--- src/rtl/cts_pkg.sv ---
`timescale 1ns / 1ps
package cts_pkg;
  localparam int PosW = 32;
  localparam int ManW = 64;

  localparam logic [2:0] TT_EOS = 3'd0;
  localparam logic [2:0] TT_NUM = 3'd1;
  localparam logic [2:0] TT_STR = 3'd2;
  localparam logic [2:0] TT_SYM = 3'd3;
  localparam logic [2:0] TT_BOOL = 3'd4;
  localparam logic [2:0] TT_ERR = 3'd5;

  localparam logic [1:0] EK_NONE = 2'd0;
  localparam logic [1:0] EK_NUM = 2'd1;
  localparam logic [1:0] EK_STR = 2'd2;

  typedef struct packed {
    logic [2:0]  token_type;
    logic [1:0]  error_kind;
    logic [31:0] start_offset;
    logic [31:0] token_length;
    logic [31:0] token_line;
    logic [31:0] token_column;
    logic        bool_value;
    logic        is_negative;
    logic [63:0] mantissa;
    logic [7:0]  fraction_digits;
    logic [15:0] exponent;
    logic        last;
  } token_t;

  // One scanner step produces at most two tokens.
  typedef struct packed {
    logic   two;
    token_t t0;
    token_t t1;
  } pair_t;

  function automatic logic is_space(input logic [20:0] c);
    return (c >= 21'h09 && c <= 21'h0D) || c == 21'h20 || c == 21'h85 || c == 21'hA0 ||
           c == 21'h1680 || (c >= 21'h2000 && c <= 21'h200A) || c == 21'h2028 ||
           c == 21'h2029 || c == 21'h202F || c == 21'h205F || c == 21'h3000;
  endfunction

  function automatic logic is_digit(input logic [20:0] c);
    return c >= 21'h30 && c <= 21'h39;
  endfunction
endpackage

--- src/rtl/codepoint_token_scanner.sv ---
`timescale 1ns / 1ps
// Channel   Dir  Payload
// s_axis    in   tuser: kind; tdata: codepoint [20:0]
// m_axis    out  tlast: last; tdata: token fields, 223 bits packed, one pad bit
// One codepoint per cycle while s_axis_tready is high; an end-of-source beat
// yields up to two tokens, drained one a cycle while m_axis_tready is high from
// a two-entry queue of token pairs. The scanner step (mode update, multiply by
// ten) writes the queue on acceptance; a token is offered next cycle at earliest.
// rst is synchronous and returns the scanner to the start of a source.
// s_axis_tready drops only while the queue is full and not draining.
module codepoint_token_scanner (
  input  logic         clk,
  input  logic         rst,
  input  logic         s_axis_tvalid,
  output logic         s_axis_tready,
  input  logic [23:0]  s_axis_tdata,   // codepoint [20:0]
  input  logic         s_axis_tuser,   // kind
  output logic         m_axis_tvalid,
  input  logic         m_axis_tready,
  // token_type, error_kind, start_offset, token_length, token_line,
  // token_column, bool_value, is_negative, mantissa, fraction_digits, exponent
  output logic [223:0] m_axis_tdata,
  output logic         m_axis_tlast
);
  logic            push, q_room;
  cts_pkg::pair_t  pd;
  cts_pkg::token_t t;

  cts_front u_front (
    .clk, .rst,
    .in_valid(s_axis_tvalid), .in_ready(s_axis_tready),
    .kind(s_axis_tuser), .cp(s_axis_tdata[20:0]),
    .push, .push_data(pd), .q_room
  );

  cts_back u_back (
    .clk, .rst, .push, .push_data(pd), .q_room,
    .out_valid(m_axis_tvalid), .out_ready(m_axis_tready), .out_tok(t)
  );

  assign m_axis_tdata = {1'b0, t.exponent, t.fraction_digits, t.mantissa, t.is_negative,
                         t.bool_value, t.token_column, t.token_line, t.token_length,
                         t.start_offset, t.error_kind, t.token_type};
  assign m_axis_tlast = t.last;
endmodule

--- src/rtl/cts_front.sv ---
`timescale 1ns / 1ps
module cts_front (
  input  logic               clk,
  input  logic               rst,
  input  logic               in_valid,
  output logic               in_ready,
  input  logic               kind,
  input  logic [20:0]        cp,
  output logic               push,
  output cts_pkg::pair_t     push_data,
  input  logic               q_room
);
  typedef enum logic [3:0] {
    M_IDLE, M_SIGN, M_INT, M_FRAC0, M_FRAC, M_EXP0, M_EXPS, M_EXP, M_SYM, M_STR, M_ESC
  } mode_t;

  mode_t       mode, mode_next;
  logic [31:0] position, cur_line, cur_column, tok_start, tok_line, tok_column;
  logic [31:0] tok_start_next, tok_line_next, tok_column_next;
  logic [63:0] digit_acc, digit_acc_next;
  logic [7:0]  frac_count, frac_count_next;
  logic [15:0] exp_acc, exp_acc_next;
  logic [1:0]  sign_flags, sign_flags_next;
  logic [4:0]  kw, kw_next;

  logic        n_emit;
  logic        n_two;
  cts_pkg::token_t e0, e1;
  logic        fire;

  assign in_ready = q_room;
  assign fire = in_valid && in_ready;

  function automatic logic [63:0] add_dig(input logic [63:0] a, input logic [3:0] d);
    logic [67:0] p;
    p = {1'b0, a, 3'b000} + {3'b000, a, 1'b0} + {64'd0, d};
    return (p[67:64] != 4'd0) ? '1 : p[63:0];
  endfunction

  function automatic logic [15:0] add_exp(input logic [15:0] a, input logic [3:0] d);
    logic [19:0] p;
    p = {1'b0, a, 3'b000} + {3'b000, a, 1'b0} + {16'd0, d};
    return (p > 20'd32768) ? 16'h8000 : p[15:0];
  endfunction

  function automatic logic [4:0] feed(input logic [4:0] k, input logic [20:0] c);
    logic [2:0] i;
    logic t, f;
    logic [20:0] tc, fc;
    i = k[4:2];
    case (i)
      3'd0: begin tc = 21'h74; fc = 21'h66; end
      3'd1: begin tc = 21'h72; fc = 21'h61; end
      3'd2: begin tc = 21'h75; fc = 21'h6C; end
      3'd3: begin tc = 21'h65; fc = 21'h73; end
      3'd4: begin tc = 21'h1FFFFF; fc = 21'h65; end
      default: begin tc = 21'h1FFFFF; fc = 21'h1FFFFF; end
    endcase
    t = k[0] && i < 3'd4 && c == tc;
    f = k[1] && i < 3'd5 && c == fc;
    if (i != 3'd7) i = i + 3'd1;
    return {i, f, t};
  endfunction

  function automatic cts_pkg::token_t blank();
    cts_pkg::token_t r;
    r = '0;
    return r;
  endfunction

  always_comb begin
    cts_pkg::token_t num, sym, str, eos;
    logic [1:0] ek;
    logic dig, sp;
    logic [3:0] d;
    logic restart;
    logic [4:0] kws;
    dig = cts_pkg::is_digit(cp);
    sp = cts_pkg::is_space(cp);
    d = cp[3:0];
    restart = 1'b0;
    mode_next = mode;
    tok_start_next = tok_start;
    tok_line_next = tok_line;
    tok_column_next = tok_column;
    digit_acc_next = digit_acc;
    frac_count_next = frac_count;
    exp_acc_next = exp_acc;
    sign_flags_next = sign_flags;
    kw_next = kw;
    n_emit = 1'b0;
    n_two = 1'b0;
    ek = cts_pkg::EK_NUM;

    num = blank();
    num.token_type = cts_pkg::TT_NUM;
    num.token_line = tok_line;
    num.token_column = tok_column;
    num.is_negative = sign_flags[0];
    num.mantissa = digit_acc;
    num.fraction_digits = frac_count;
    num.exponent = sign_flags[1] ? (16'd0 - exp_acc)
                 : (exp_acc[15] ? 16'h7FFF : exp_acc);

    kws = (mode == M_SIGN) ? 5'b00100 : kw;
    sym = blank();
    sym.token_type = cts_pkg::TT_SYM;
    sym.start_offset = tok_start;
    sym.token_length = position - tok_start;
    sym.token_line = tok_line;
    sym.token_column = tok_column;
    if (kws[0] && kws[4:2] == 3'd4) begin
      sym.token_type = cts_pkg::TT_BOOL;
      sym.bool_value = 1'b1;
    end else if (kws[1] && kws[4:2] == 3'd5) begin
      sym.token_type = cts_pkg::TT_BOOL;
    end

    str = sym;
    str.token_type = cts_pkg::TT_STR;
    str.bool_value = 1'b0;

    eos = blank();
    eos.token_line = cur_line;
    eos.token_column = cur_column;

    e0 = num;
    if (kind) begin
      unique case (mode)
        M_SIGN, M_SYM: begin n_emit = 1'b1; e0 = sym; end
        M_INT, M_FRAC, M_EXP: begin n_emit = 1'b1; e0 = num; end
        M_FRAC0, M_EXP0, M_EXPS: n_emit = 1'b1;
        M_STR, M_ESC: begin n_emit = 1'b1; ek = cts_pkg::EK_STR; end
        default: ;
      endcase
      if (!(mode == M_SIGN || mode == M_SYM || mode == M_INT || mode == M_FRAC ||
            mode == M_EXP)) begin
        e0 = eos;
        e0.token_type = cts_pkg::TT_ERR;
        e0.error_kind = ek;
      end
    end else begin
      unique case (mode)
        M_SIGN: begin
          if (dig) begin
            digit_acc_next = add_dig(digit_acc, d);
            mode_next = M_INT;
          end else begin
            sign_flags_next = 2'b00;
            if (sp) begin
              n_emit = 1'b1; e0 = sym; mode_next = M_IDLE; kw_next = 5'b00100;
            end else begin
              kw_next = feed(5'b00100, cp); mode_next = M_SYM;
            end
          end
        end
        M_INT, M_FRAC: begin
          if (dig) begin
            digit_acc_next = add_dig(digit_acc, d);
            if (mode == M_FRAC && frac_count != 8'hFF) frac_count_next = frac_count + 8'd1;
          end else if (cp == 21'h2E && mode == M_INT) mode_next = M_FRAC0;
          else if (cp == 21'h65 || cp == 21'h45) mode_next = M_EXP0;
          else begin n_emit = 1'b1; e0 = num; restart = 1'b1; end
        end
        M_FRAC0: begin
          if (dig) begin
            digit_acc_next = add_dig(digit_acc, d);
            frac_count_next = 8'd1;
            mode_next = M_FRAC;
          end else begin n_emit = 1'b1; e0 = eos; restart = 1'b1; end
        end
        M_EXP0: begin
          if (dig) begin exp_acc_next = add_exp(exp_acc, d); mode_next = M_EXP; end
          else if (cp == 21'h2B || cp == 21'h2D) begin
            if (cp == 21'h2D) sign_flags_next = sign_flags | 2'b10;
            mode_next = M_EXPS;
          end else begin n_emit = 1'b1; e0 = eos; restart = 1'b1; end
        end
        M_EXPS: begin
          if (dig) begin exp_acc_next = add_exp(exp_acc, d); mode_next = M_EXP; end
          else begin n_emit = 1'b1; e0 = eos; restart = 1'b1; end
        end
        M_EXP: begin
          if (dig) exp_acc_next = add_exp(exp_acc, d);
          else begin n_emit = 1'b1; e0 = num; restart = 1'b1; end
        end
        M_SYM: begin
          if (sp) begin n_emit = 1'b1; e0 = sym; mode_next = M_IDLE; end
          else kw_next = feed(kw, cp);
        end
        M_STR: begin
          if (cp == 21'h5C) mode_next = M_ESC;
          else if (cp == 21'h22) begin n_emit = 1'b1; e0 = str; mode_next = M_IDLE; end
        end
        M_ESC: mode_next = M_STR;
        default: restart = 1'b1;
      endcase
      if (n_emit && (mode == M_FRAC0 || mode == M_EXP0 || mode == M_EXPS)) begin
        e0.token_type = cts_pkg::TT_ERR;
        e0.error_kind = cts_pkg::EK_NUM;
      end
      if (restart) begin
        mode_next = M_IDLE;
        if (!sp) begin
          tok_start_next = position;
          tok_line_next = cur_line;
          tok_column_next = cur_column;
          digit_acc_next = '0;
          frac_count_next = '0;
          exp_acc_next = '0;
          sign_flags_next = '0;
          kw_next = 5'b00011;
          if (dig) begin
            digit_acc_next = {60'd0, d};
            mode_next = M_INT;
          end else if (cp == 21'h2B || cp == 21'h2D) begin
            sign_flags_next = {1'b0, cp == 21'h2D};
            mode_next = M_SIGN;
          end else if (cp == 21'h22) begin
            tok_start_next = position + 32'd1;
            mode_next = M_STR;
          end else begin
            kw_next = feed(5'b00011, cp);
            mode_next = M_SYM;
          end
        end
      end
    end
    e1 = eos;
    if (kind) begin
      n_two = n_emit;
      if (!n_emit) e0 = eos;
      n_emit = 1'b1;
    end
    e0.last = !n_two;
    e1.last = 1'b1;
  end

  assign push = fire && n_emit;
  always_comb begin
    push_data.two = n_two;
    push_data.t0 = e0;
    push_data.t1 = e1;
  end

  always_ff @(posedge clk) begin
    if (rst || (fire && kind)) begin
      mode <= M_IDLE;
      position <= '0;
      cur_line <= 32'd1;
      cur_column <= 32'd1;
      tok_start <= '0;
      tok_line <= 32'd1;
      tok_column <= 32'd1;
      digit_acc <= '0;
      frac_count <= '0;
      exp_acc <= '0;
      sign_flags <= '0;
      kw <= 5'b00011;
    end else if (fire) begin
      mode <= mode_next;
      position <= position + 32'd1;
      if (cp == 21'h0A) begin
        if (cur_line != '1) cur_line <= cur_line + 32'd1;
        cur_column <= 32'd1;
      end else if (cur_column != '1) begin
        cur_column <= cur_column + 32'd1;
      end
      tok_start <= tok_start_next;
      tok_line <= tok_line_next;
      tok_column <= tok_column_next;
      digit_acc <= digit_acc_next;
      frac_count <= frac_count_next;
      exp_acc <= exp_acc_next;
      sign_flags <= sign_flags_next;
      kw <= kw_next;
    end
  end
endmodule

--- src/rtl/cts_back.sv ---
`timescale 1ns / 1ps
module cts_back (
  input  logic               clk,
  input  logic               rst,
  input  logic               push,
  input  cts_pkg::pair_t     push_data,
  output logic               q_room,
  output logic               out_valid,
  input  logic               out_ready,
  output cts_pkg::token_t    out_tok
);
  // Two-entry queue of token pairs; each entry drains one or two beats.
  cts_pkg::pair_t q [2];
  logic       rd, wr;
  logic [1:0] cnt;
  logic       half;
  logic       pop;

  assign q_room = (cnt != 2'd2) || pop;
  assign out_valid = cnt != 2'd0;
  assign out_tok = half ? q[rd].t1 : q[rd].t0;
  assign pop = out_valid && out_ready && (half || !q[rd].two);

  always_ff @(posedge clk) begin
    if (push) q[wr] <= push_data;
  end

  always_ff @(posedge clk) begin
    if (rst) begin
      rd <= 1'b0;
      wr <= 1'b0;
      cnt <= '0;
      half <= 1'b0;
    end else begin
      if (push) wr <= ~wr;
      if (pop) begin
        rd <= ~rd;
        half <= 1'b0;
      end else if (out_valid && out_ready) begin
        half <= 1'b1;
      end
      cnt <= cnt + {1'b0, push} - {1'b0, pop};
    end
  end
endmodule

--- config.mk ---
export PLATFORM = sky130hd
export DESIGN_NAME = codepoint_token_scanner
export DESIGN_NICKNAME = d
export VERILOG_FILES = /design/src/rtl/cts_pkg.sv /design/src/rtl/codepoint_token_scanner.sv /design/src/rtl/cts_front.sv /design/src/rtl/cts_back.sv
export SDC_FILE = /design/constraint.sdc
export NUM_CORES = 2
export LEC_CHECK = 0
export BUFFER_PORTS_ARGS = -buffer_cell sky130_fd_sc_hd__buf_2
export CAP_MARGIN = 20
export CORE_UTILIZATION = 40
export DETAILED_ROUTE_END_ITERATION = 10
export GPL_TIMING_DRIVEN = 1
export PLACE_DENSITY_LB_ADDON = 0.12
export SYNTH_ARGS = -nofsm -noshare
export SYNTH_HDL_FRONTEND = slang
export SYNTH_HIERARCHICAL = 1
export SYNTH_SLANG_ARGS = --single-unit
--- constraint.sdc ---
create_clock -name clk -period 67.1 [get_ports clk]
set_input_delay 6.71 -clock clk [delete_from_list [all_inputs] [get_ports clk]]
set_output_delay 6.71 -clock clk [all_outputs]
set_load 0.02 [all_outputs]
==> results.ini <==
[outcome]
status=finished clean

[route]
vias_per_cell=5.224
firstDrtPassIters=6
dr_total_vias=34020
drtIter0Drc=2309
wl_per_cell_um=20.10
drc=0
routed_wl_um=130900
postRouteAntennaNets=0

[global_route]
grt_pass1_vias=33700
grt_use_total=0.1838
grt_overflow=0
grt_antenna_before_repair=14
grt_max_degree=165
grt_pass1_wl_um=202000

[setup_path]
path_cells=buf_2, a211o_1, buf_2
crit_type=in2out
max_stage_delay_ns=0.28
critPathBufInv=2
crit_top_cell=buf_2
critPathLaunchType=input port
cpMaxStageDelayCell=a211o_1
crit_family=buffers and inverters
crit_path_end_kind=output pin
r2r-start=u_front/mode[2]$_SDFFE_PP0P_
crit_fanout=3
arrival_ns=7.32
crit_path_start=m_axis_tready
required_ns=60.39

[synthesis]
avgSynthCellArea_sq_um=13.16
netlist_instances=4298
synth_seq_cells=1195
synth_edf_count=898
postSynth.asyncResetShare=0
synth_area_sq_um=56550
yosys_most_used_dff=edfxtp_1
yosysUniqueCellTypes=100
yosysWarnings=6
ys_seq_area_frac=0.5819

[pwr]
p_seq_frac=0.434
powerDensity_nw_per_um2=31.90
p_int_uw=1434
ir_drop_uv=21.26
p_clk_frac=0.365
combPwrFrac=0.201
swShare=0.2918
p_leak_uw=0.02282
p_sw_uw=590.6

[clock_tree]
cts-resized-gates=0
cts_buffer_depth=3
cts.clk_slew.worst_paths_ns=0.06
cts_setup_buffers=0
clock_latency_ns=0.80
cts_sinks=1195
cts_made_buffers=134
cts_root_buf=clkbuf_16
cts_tree=yes
cts_hold_buf=0
htree_levels=4

[layout]
post-route-util=0.4536
finalNonFillerCells=6512
nets=4754
nFillCells=12800
finish.instance_area_sq_um=63450
layout-drive-gt1-share=0.1833
area_growth_pct=12.20

[die]
die-area_sq_um=142900
die_y_um=378.0
core_sq_um=139900
row_count=137
start_util=0.4043
dieWidth_um=378.0
ios=256

[sta]
setup_viol=0
fmax_mhz=71.27
whs_ns=0.4514
skew_ns=0.04395
rsz0062_at_grt=false
finalCritPeriodShare=0.2091
fin_tns_setup_ns=0
min_period_ns=14.03
slew_violations=0
report.final.hold_viol_count=0
worst_pin_slew_ns=1.258
maxSlewHeadroom=0.1612

[place]
io_buffers=251
gp_congestion=0.8666
dpl_cell_area_sq_um=58860
hpwlAfterDp_um=84460
placed_cells=6257

[flow_run]
max-cap-violations=0

[hold_path]
min_from=u_front/tok_column[17]$_SDFFE_PP0P_
min_path_type=reg2reg

==> cells by family after synthesis <==
logic type | share of synthesized area
compound gates | 0.08580
xor+xnor | 0.03438
fa+ha+maj | 0.04624
buf+inv | 0.04670
flops | 0.5819
mux | 0.1081
other cells | 0.0001991
simple gates | 0.09664
==> worst min-delay path: cells and delay by family, from the launching register on <==
family	cells	cell delay, ns
DFF	1	0.31
and+or+nand+nor	1	0.05
AOI/OAI and AO/OA	1	0.05
==> layout by cell type (no fill, tap or decap), types with 21 or more instances in the layout <==
master	netlist	final
o21bai_1	21	21
o21a_1	26	25
nor2_1	321	320
ha_1	201	201
inv_1	87	87
buf_2	41	251
dfxtp_1	297	295
mux2_4	65	65
clkbuf_1	113	34
clkbuf_16	0	134
buf_4	166	37
nand4_1	44	44
nand3_1	69	69
or3_1	37	37
a21oi_1	307	306
nor3_1	66	65
and3_1	44	43
nand2_1	326	325
o21ai_0	189	188
mux4_2	224	224
edfxtp_1	898	898
and2_1	91	90
xor2_1	126	126
xnor2_1	96	96
conb_1	3	161
a211oi_1	57	57
a21o_1	49	48
==> sequential cells by signal, indices dropped and copies added (netlist names), 4 cells and up, named ones only <==
signal / cells
u_front/frac_count: 8
u_front/exp_acc: 16
u_front/tok_line: 32
u_front/tok_column: 32
u_front/mode: 4
u_front/kw: 5
u_front/tok_start: 32
u_front/position: 32
u_back/q: 898
u_front/cur_line: 32
u_front/cur_column: 32
u_front/digit_acc: 64
==> area by class of cell <==
cell class,instances,area [sq um],share of cell area
Sequential cell,1195,32920,0.5188
Multi-Input combinational cell,2805,21650,0.3412
Clock buffer,185,3715,0.05854
Tap cell,1876,2347,0.03699
Timing Repair Buffer,293,1634,0.02575
Clock inverter,64,842.1,0.01327
Inverter,90,337.8,0.005324
Antenna cell,4,10.01,0.0001577
==> cell usage after synthesis, types with 19 or more instances <==
master	n	area, sq um
a211oi_1	57	427.9
a21o_1	49	367.9
a21oi_1	307	1536
and2_1	91	569.3
and3_1	44	275.3
buf_1	19	71.32
buf_2	41	205.2
buf_4	166	1246
buf_6	21	236.5
clkbuf_1	113	424.2
dfxtp_1	297	5946
edfxtp_1	898	26970
ha_1	201	2515
inv_1	87	326.6
mux2_4	65	975.9
mux4_2	224	5045
nand2_1	326	1224
nand2b_1	19	118.9
nand3_1	69	345.3
nand4_1	44	275.3
nor2_1	321	1205
nor2b_1	20	125.1
nor3_1	66	330.3
o21a_1	26	195.2
o21ai_0	189	945.9
o21bai_1	21	157.7
or3_1	37	231.5
xnor2_1	96	840.8
xor2_1	126	1104
==> power by group through the flow <==
stage	logic (uW)	registers, uW	clock network (uW)
finish	407	880	738
global route	440	886	791
CTS	417	881	764
detailed placement	416	897	0
global placement	417	895	0
floorplan	302	918	0
==> worst paths after layout <==
| kind | to | slack [ns] | cells after the start |
|---|---|---|---|
| max | s_axis_tready | 53.07 | 3 |
| min | u_front/tok_column[17]$_SDFFE_PP0P_ | 0.45 | 2 |
| max reg2reg | u_back/q[1][267]$_DFFE_PP_ | 61.20 | 12 |
| min reg2reg | u_front/tok_column[17]$_SDFFE_PP0P_ | 0.45 | 2 |
==> layer usage <==
metal | routed length (um) | GRT usage | vias to the layer above | share of wire
li1 | - | - | 16300 | -
met1 | 59940 | 0.2515 | 16900 | 0.46
met2 | 60630 | 0.2910 | 629 | 0.46
met3 | 7427 | 0.04242 | 174 | 0.057
met4 | 2793 | 0.05240 | 12 | 0.021
met5 | 73 | 0 | - | 0.00056
==> stage by stage <==
step / power (uW) / setup WS [ns]
4_1_cts: 2062 / 53.07
3_5_place_dp: 1312 / 53.07
2_1_floorplan: 1221 / 37.67
5_1_grt: 2117 / 53.05
3_3_place_gp: 1311 / 53.07
6_report: 2024 / 53.07
(Power assumes the default switching activity.)
